`config.mk`:
```
export PLATFORM = sky130hd
export DESIGN_NAME = base37_name_decoder_core
export DESIGN_NICKNAME = d
export VERILOG_FILES = /design/src/hw/rtl/b37_pkg.sv /design/src/hw/rtl/b37_cell.sv /design/src/hw/rtl/base37_name_decoder_core.sv
export SDC_FILE = /design/constraint.sdc
export NUM_CORES = 1
export LEC_CHECK = 0
export BUFFER_PORTS_ARGS = -buffer_cell sky130_fd_sc_hd__buf_2
export CORE_ASPECT_RATIO = 0.6
export CORE_MARGIN = 1.5
export CORE_UTILIZATION = 50
export DETAILED_ROUTE_END_ITERATION = 16
export GPL_TIMING_DRIVEN = 1
export HOLD_SLACK_MARGIN = 0.06
export PLACE_DENSITY = 0.64
export SETUP_SLACK_MARGIN = 0.02
export SLEW_MARGIN = 20
export SYNTH_ARGS = -nofsm -noshare
export SYNTH_HDL_FRONTEND = slang
export SYNTH_SLANG_ARGS = --single-unit
```
`constraint.sdc`:
```
create_clock -name clk -period 9.15 [get_ports clk]
set_input_delay 1.83 -clock clk [delete_from_list [all_inputs] [get_ports clk]]
set_output_delay 1.83 -clock clk [all_outputs]
set_load 0.005 [all_outputs]
```
`src/hw/rtl/b37_pkg.sv`:
```
// Shared types, constants and the glyph lookup for the base-37 name decoder.
// No dependencies.
package b37_pkg;

  localparam int unsigned NameW    = 64;
  localparam int unsigned NumCells = 12;
  localparam int unsigned DigitW   = 6;
  localparam int unsigned CharW    = 7;
  localparam int unsigned CapW     = 4;
  localparam int unsigned CntW     = $clog2(NameW);

  localparam logic [DigitW-1:0] Radix       = 6'd37;
  localparam logic [CapW-1:0]   CapReset    = 4'd13;
  localparam logic [NameW-1:0]  NameLimit   = 64'd6582952005840035281;

  localparam logic [CharW-1:0]  CharUnder   = 7'h5F;
  localparam logic [CharW-1:0]  CharLowerA  = 7'h61;
  localparam logic [CharW-1:0]  CharZero    = 7'h30;
  localparam logic [DigitW-1:0] FirstLetter = 6'd1;
  localparam logic [DigitW-1:0] FirstNumber = 6'd27;

  typedef logic [DigitW-1:0] digit_t;

  // carry handed from one cell to the next, one beat of bit stream per cycle
  typedef struct packed {
    logic valid;
    logic carry;
  } link_t;

  function automatic logic [CharW-1:0] glyph(input digit_t d);
    logic [CharW-1:0] g;
    if (d < FirstLetter) begin
      g = CharUnder;
    end else if (d < FirstNumber) begin
      g = CharLowerA + CharW'(d - FirstLetter);
    end else begin
      g = CharZero + CharW'(d - FirstNumber);
    end
    return g;
  endfunction

endpackage

```
`src/hw/rtl/b37_cell.sv`:
```
// One base-37 digit cell: doubles its digit and adds the incoming carry,
// or shifts in the digit of the cell below. Depends on b37_pkg.
module b37_cell
  import b37_pkg::*;
(
  input  logic   clk,
  input  logic   rst,
  input  logic   clear,
  input  logic   shift_en,
  input  link_t  link_in,
  input  digit_t digit_in,
  output link_t  link_out,
  output digit_t digit
);

  logic [DigitW:0] dbl;
  logic            over;
  digit_t          digit_next;

  always_comb begin
    dbl        = {digit, 1'b0} + (DigitW+1)'(link_in.carry);
    over       = dbl >= {1'b0, Radix};
    digit_next = over ? DigitW'(dbl - {1'b0, Radix}) : dbl[DigitW-1:0];
  end

  always_ff @(posedge clk) begin
    if (clear) begin
      digit <= '0;
    end else if (shift_en) begin
      digit <= digit_in;
    end else if (link_in.valid) begin
      digit <= digit_next;
    end
  end

  always_ff @(posedge clk) begin
    if (rst) begin
      link_out <= '0;
    end else begin
      link_out.valid <= link_in.valid;
      link_out.carry <= link_in.valid & over;
    end
  end

endmodule

```
`src/hw/rtl/base37_name_decoder_core.sv`:
```
// Base-37 name decoder: a start beat takes one 64-bit name; characters follow MSB first.
// Conversion streams the 64 name bits through a skewed row of 12 digit cells and lets the
// last bit ripple through, then a check state, then 12 shifts shared between skipping
// leading zeros and emitting one character per cycle, plus one capacity test. Busy stays
// high through a valid conversion and drops sooner on a reject; results last one cycle
// each, no stall. Synchronous active-high reset clears control state, sets capacity to 13.
module base37_name_decoder_core
  import b37_pkg::*;
(
  input  logic              clk,
  input  logic              rst,
  input  logic              start,
  output logic              busy,
  input  logic [NameW-1:0]  encoded_name,
  input  logic              cfg_we,
  input  logic [CapW-1:0]   cfg_data,
  output logic              strobe,
  output logic [CharW-1:0]  character,
  output logic              invalid,
  output logic              last
);

  typedef enum logic [5:0] {
    S_IDLE  = 6'b000001,
    S_FEED  = 6'b000010,
    S_DRAIN = 6'b000100,
    S_CHECK = 6'b001000,
    S_SKIP  = 6'b010000,
    S_EMIT  = 6'b100000
  } state_t;

  state_t           state;
  logic [NameW-1:0] name_sr;
  logic [CntW-1:0]  cnt;
  logic             too_big;
  logic [CapW-1:0]  capacity;

  link_t  link   [NumCells+1];
  digit_t digits [NumCells];

  logic   accept;
  logic   shift_en;
  digit_t top;
  logic   fits;

  assign accept = start && (state == S_IDLE);
  assign busy   = (state != S_IDLE);
  assign top    = digits[NumCells-1];
  // digit count is NumCells - cnt; it fits when count + 1 <= capacity
  assign fits   = ((CntW+1)'(capacity) + (CntW+1)'(cnt)) >= (CntW+1)'(NumCells + 1);
  assign shift_en = ((state == S_SKIP) && (top == '0)) || (state == S_EMIT);

  assign link[0].valid = (state == S_FEED);
  assign link[0].carry = (state == S_FEED) && name_sr[NameW-1];

  for (genvar i = 0; i < NumCells; i++) begin : g_cell
    b37_cell u_cell (
      .clk      (clk),
      .rst      (rst),
      .clear    (accept),
      .shift_en (shift_en),
      .link_in  (link[i]),
      .digit_in ((i == 0) ? digit_t'(0) : digits[(i == 0) ? 0 : i-1]),
      .link_out (link[i+1]),
      .digit    (digits[i])
    );
  end

  always_ff @(posedge clk) begin
    if (rst) begin
      capacity <= CapReset;
    end else if (cfg_we) begin
      capacity <= cfg_data;
    end
  end

  always_ff @(posedge clk) begin
    if (accept) begin
      name_sr <= encoded_name;
      too_big <= encoded_name >= NameLimit;
    end else if (state == S_FEED) begin
      name_sr <= {name_sr[NameW-2:0], 1'b0};
    end
  end

  always_ff @(posedge clk) begin
    if (rst) begin
      state     <= S_IDLE;
      cnt       <= '0;
      strobe    <= 1'b0;
      invalid   <= 1'b0;
      last      <= 1'b0;
      character <= '0;
    end else begin
      strobe    <= 1'b0;
      invalid   <= 1'b0;
      last      <= 1'b0;
      character <= '0;
      unique case (state)
        S_IDLE: begin
          cnt <= '0;
          if (start) begin
            state <= S_FEED;
          end
        end
        S_FEED: begin
          cnt <= cnt + 1'b1;
          if (cnt == CntW'(NameW - 1)) begin
            cnt   <= '0;
            state <= S_DRAIN;
          end
        end
        S_DRAIN: begin
          // let the last bit ripple through the remaining cells
          cnt <= cnt + 1'b1;
          if (cnt == CntW'(NumCells - 2)) begin
            cnt   <= '0;
            state <= S_CHECK;
          end
        end
        S_CHECK: begin
          // a zero low digit covers both zero and multiples of 37
          if (too_big || (digits[0] == '0)) begin
            strobe  <= 1'b1;
            invalid <= 1'b1;
            last    <= 1'b1;
            state   <= S_IDLE;
          end else begin
            state <= S_SKIP;
          end
        end
        S_SKIP: begin
          if (top == '0) begin
            cnt <= cnt + 1'b1;
          end else if (!fits) begin
            strobe  <= 1'b1;
            invalid <= 1'b1;
            last    <= 1'b1;
            state   <= S_IDLE;
          end else begin
            state <= S_EMIT;
          end
        end
        S_EMIT: begin
          strobe    <= 1'b1;
          character <= glyph(top);
          cnt       <= cnt + 1'b1;
          if (cnt == CntW'(NumCells - 1)) begin
            last  <= 1'b1;
            state <= S_IDLE;
          end
        end
        default: begin
          state <= S_IDLE;
        end
      endcase
    end
  end

endmodule

```
Word level (Yosys, flattened, before mapping)
Index checks and enable logic that the tools add are counted.
{"block": "classes", "add_sub_neg": 30, "magnitude_cmp": 16, "n_eq_ne": 16, "muxes": 57, "bitwise": 12, "n_reduce_logical": 25}
{"op": "$mux W6", "count": 43}
{"op": "$mux W64", "count": 2}
{"op": "$add A7 B1 Y7", "count": 12}
{"op": "$ge A7 B6 Y1 const B", "count": 12}
{"op": "$sub A6 B6 Y6 const B", "count": 12}
{"op": "$ge A64 B63 Y1 const B", "count": 1}
{"op": "$pmux W6 S6", "count": 1}
{"op": "$pmux W6 S5", "count": 1}
{"op": "$reduce_bool A2 Y1", "count": 12}
{"op": "$eq A6 B4 Y1 const B", "count": 3}
{"op": "$mux W7", "count": 2}
{"op": "$eq A6 B6 Y1 const B", "count": 2}
{"op": "$logic_not A6 Y1", "count": 2}
{"op": "$and A1 B1 Y1", "count": 11}
{"op": "$ne A2 B2 Y1 const B", "count": 4}
{"op": "$add A4 B6 Y7", "count": 1}
{"op": "$add A6 B7 Y7 const A", "count": 1}
{"op": "$add A7 B7 Y7 const A", "count": 1}
{"op": "$ge A7 B4 Y1 const B", "count": 1}
{"op": "$sub A6 B1 Y7 const B", "count": 1}
{"op": "$sub A6 B5 Y7 const B", "count": 1}
{"op": "$add A6 B1 Y6 const B", "count": 1}
{"op": "$eq A6 B1 Y1 const B", "count": 1}
{"op": "$eq A6 B2 Y1 const B", "count": 1}
{"op": "other kinds (18)", "count": 27}
{"block": "totals", "reg_bits": 185, "input_bits": 72, "output_inout_bits": 11, "word_cells": 200}

Depth between registers and ports, before layout
{"block": "depth", "depth_word": 5, "ltp_mapped": 12}

Hierarchy
Synthesis repeated with hierarchy kept, for this count alone.
{"block": "unflattened", "hier_cells": 1205, "hier_area_um2": 10810.4}
{"mod": "b37_cell", "instances": 12, "cells_each": 62, "area_per_inst_um2": 518.0, "seq_area_each_um2": 160.2}
{"mod": "base37_name_decoder_core", "instances": 1, "cells_each": 461, "area_per_inst_um2": 4594.4, "seq_area_each_um2": 2472.4}

Worst setup path before layout
OpenSTA, ideal clock, no wires.
{"block": "synth_path", "kind": "in2reg", "from": "in start", "to": "reg name_sr[0] (enable)", "setup_ns": 0.689, "arrival_time_ns": 3.305, "path_slack_ns": 5.156, "cell_stages": 3, "path_cell_list": "nand2_4 -> clkbuf_1 -> nand2_1"}
{"block": "synth_between", "elab_chain_len": 2}
{"element": "from (decl)", "line": "base37_name_decoder_core.sv:12", "source": "input logic start,"}
{"element": "$logic_and A1 B1 Y1", "line": "base37_name_decoder_core.sv:46", "source": "assign accept = start && (state == S_IDLE);"}
{"element": "$reduce_bool A2 Y1 (no line)"}
{"element": "to (signal assigned)", "line": "base37_name_decoder_core.sv:79", "source": "name_sr <= encoded_name;"}
{"element": "to (signal assigned)", "line": "base37_name_decoder_core.sv:82", "source": "name_sr <= {name_sr[NameW-2:0], 1'b0};"}
{"element": "to (decl)", "line": "base37_name_decoder_core.sv:33", "source": "logic [NameW-1:0] name_sr;"}
No other way between the ends.
A chain may end at the register's enable or synchronous reset.

Final worst setup path
{"block": "layout_path", "from": "reg state[3]", "to": "out busy"}
{"block": "layout_between", "elab_chain_len": 1}
{"element": "from (decl)", "line": "base37_name_decoder_core.sv:32", "source": "state_t state;"}
{"element": "from (signal assigned)", "line": "base37_name_decoder_core.sv:88", "source": "state <= S_IDLE;"}
{"element": "from (signal assigned)", "line": "base37_name_decoder_core.sv:103", "source": "state <= S_FEED;"}
{"element": "from (signal assigned)", "line": "base37_name_decoder_core.sv:110", "source": "state <= S_DRAIN;"}
{"element": "$ne A6 B1 Y1", "line": "base37_name_decoder_core.sv:47", "source": "assign busy = (state != S_IDLE);"}
{"element": "to (decl)", "line": "base37_name_decoder_core.sv:13", "source": "output logic busy,"}
No other way between the ends.

==> impl_metrics.env <==
export IMPL_critPathMaxStageDelay_ns=0.60
export IMPL_cts_sinks=185
export IMPL_post_cts_setup_buffers=0
export IMPL_grt_pass1_wl_um=38900
export IMPL_post_route_period_util_pct=40.5
export IMPL_path_cells="or4_4 -> or2_1 -> buf_2"
export IMPL_postRouteAntennaNets=0
export IMPL_firstDrtPassIters=4
export IMPL_holdPathEnd="name_sr[56]$_DFFE_PP_"
export IMPL_cts_root_buf="clkbuf_16"
export IMPL_hold_path_startpoint="name_sr[55]$_DFFE_PP_"
export IMPL_wl_um=22900
export IMPL_p_per_area_nw_per_um2=168
export IMPL_htree_levels=4
export IMPL_worst_ep_arrival_time_ns=1.87
export IMPL_synth_seq_cells=185
export IMPL_worstMarginPinSlew_ns=1.01
export IMPL_power_w=0.00190
export IMPL_critPathKind="reg2out"
export IMPL_cts_resized=0
export IMPL_hold_path_class="reg2reg"
export IMPL_grt_ovfl_total=0
export IMPL_status="finished clean"
export IMPL_p_leak_nw=4.35
export IMPL_ff2ff_path_depth=8
export IMPL_antenna_found_initial=0
export IMPL_ff2ff_setup_slack_ns=6.03
export IMPL_fin_crit_ns=3.70
export IMPL_clock_skew_ns=0.0116
export IMPL_dieArea_um2=21400
export IMPL_rsz0062_at_grt="no"
export IMPL_r2r_end="g_cell[5].u_cell.digit[2]$_SDFFE_PP0P_"
export IMPL_num_nets_final=1374
export IMPL_io_pin_count=83
export IMPL_ys_seq_area_share_pct=42.5
export IMPL_clk_pin_slew_ns=0.06
export IMPL_max_slew_margin_pct=32.6
export IMPL_numPortBuffers=82
export IMPL_syn_cell_area_um2=10200
export IMPL_cts_tree="built"
export IMPL_drtIter0Drc=632
export IMPL_setup_worst_path_start="state[3]$_SDFFE_PP0P_"
export IMPL_clockBufferDepth=2
export IMPL_syn_to_final_growth_pct=10.1
export IMPL_synth_ff_type="dfxtp_1"
export IMPL_initial_utilization_pct=51.1
export IMPL_synth_edf_count=65
export IMPL_drv_cap=0
export IMPL_final_fill_count=1870
export IMPL_finalMaxSlewViolations=0
export IMPL_tns_ns=0
export IMPL_ir_worst_vdd_uv=150
export IMPL_wl_per_cell_um=14.8
export IMPL_grt_use_total_pct=22.1
export IMPL_rows=40
export IMPL_grt_max_degree=99
export IMPL_hold_depth=2
export IMPL_route_detailed_drc=0
export IMPL_multi_input_area_um2=5320
export IMPL_fin_hold_ws_ns=0.513
export IMPL_grt_pass1_vias=7655
export IMPL_r2r_start="state[3]$_SDFFE_PP0P_"
export IMPL_dpl_cell_count=1521
export IMPL_clock_latency_ns=0.44
export IMPL_yosys_warnings=0
export IMPL_synthArstFlopShare_pct=0
export IMPL_setup_violations=0
export IMPL_die_height_um=114
export IMPL_cp_max_fo=10
export IMPL_diodes=0
export IMPL_dp_hpwl_um=15300
export IMPL_avgViaCountPerCell=5.55
export IMPL_synth_cells=1241
export IMPL_coreArea_um2=20100
export IMPL_cts_hold_fix_buffers=0
export IMPL_startpoint_type="flop"
export IMPL_cts_buffers=17
export IMPL_synth_nets=1348
export IMPL_layout_drive_gt1_share_pct=10.8
export IMPL_worst_ep_required_time_ns=7.32
export IMPL_syn_area_per_cell_um2=8.26
export IMPL_fin_cells=1552
export IMPL_die_w_um=188
export IMPL_slowest_stage="or4_4"
export IMPL_ff_latch_area_um2=4350
export IMPL_gp_congestion=0.832
export IMPL_max_freq_mhz=270
export IMPL_worstSetupEndpointType="output pin"
export IMPL_final_hold_viol_count=0
export IMPL_yosysUniqueCellTypes=71
export IMPL_vias=8620
[cell type report]
cell class,instances,share of cell area [%]
Clock buffer,23,4.42
Multi-Input combinational cell,915,47.2
Tap cell,273,3.03
Sequential cell,185,38.6
Timing Repair Buffer,87,3.97
Inverter,61,2.03
Clock inverter,8,0.809
[metrics by stage]
step,worst slack [ns],utilization (%),area [um^2]
floorplan,5.16,-,10200
global placement,5.46,53.3,10700
detailed placement,5.45,53.3,10700
CTS,5.44,56.2,11300
global route,5.40,56.2,11300
finish,5.45,56.2,11300
[worst max-delay path by stage]
stage / end / slack, ns / cells past startpoint
6_report: busy / 5.45 / 3
5_1_grt: busy / 5.40 / 3
4_1_cts: busy / 5.44 / 3
3_5_place_dp: g_cell[5].u_cell.digit[2]$_SDFFE_PP0P_ / 5.45 / 6
3_3_place_gp: g_cell[5].u_cell.digit[2]$_SDFFE_PP0P_ / 5.46 / 6
2_1_floorplan: name_sr[0]$_SDFFCE_PN0P_ / 5.16 / 3
[registers in the layout, summed over array words and instances (netlist names), 4 cells and up]
register,count
name_sr,64
cnt,6
state,6
character,7
g_cell.u_cell.digit,72
g_cell.u_cell.link_out,22
capacity,4
[placed cells by master (no fill, tap or decap), drive strengths merged, types with 23 or more instances in the layout]
| master | instances |
|---|---|
| dfxtp | 120 |
| edfxtp | 65 |
| o21ai | 69 |
| nand2 | 246 |
| buf | 87 |
| inv | 62 |
| ha | 34 |
| nor3 | 51 |
| clkbuf | 23 |
| nor2 | 114 |
| a21oi | 82 |
| xnor2 | 26 |
| a211oi | 36 |
[synth_stat cells, types with 13 or more instances]
library cell    n  area share (%)
nand2_1       245             9.0
dfxtp_1       120              23
nor2_1        112             4.1
a21oi_1        81             4.0
o21ai_0        66             3.2
edfxtp_1       65              19
clkbuf_1       60             2.2
inv_1          59             2.2
nor3_1         51             2.5
ha_1           34             4.2
a211oi_1       32             2.3
xnor2_1        26             2.2
and3_1         21             1.3
o211ai_1       21             1.5
nor2b_1        20             1.2
o41ai_1        19             1.6
a31oi_1        15            0.92
buf_2          14            0.68
o21a_1         14             1.0
xor2_1         14             1.2
o31ai_1        13            0.95
[layer usage]
| layer | routed length (um) | global-route usage [%] |
|---|---|---|
| met1 | 12700 | 35.3 |
| met2 | 9090 | 30.2 |
| met3 | 956 | 3.94 |
| met4 | 156 | 5.12 |
| met5 | 0 | 0 |
[power by group]
part | internal [W] | switching, W | leakage (nW)
combinational | 0.0000658 | 0.000130 | 2.46
clock | 0.000437 | 0.000313 | 0.298
sequential | 0.000927 | 0.0000233 | 1.59
[critical path, delay by kind of cell, from the launching register on]
family | cells | cell delay, ns
and+or+nand+nor | 2 | 0.89
DFF | 1 | 0.42
buffers and inverters | 1 | 0.14
[cells by family after synthesis]
family / synth area share (%)
multiplexers: 0.794
adder cells (fa/ha/maj): 4.35
AO/OA/AOI/OAI: 21.0
buffers and inverters: 5.68
XOR/XNOR: 3.42
flip-flops: 42.5
AND/OR/NAND/NOR: 22.2
Note: power is estimated with default switching activity, not from simulation.
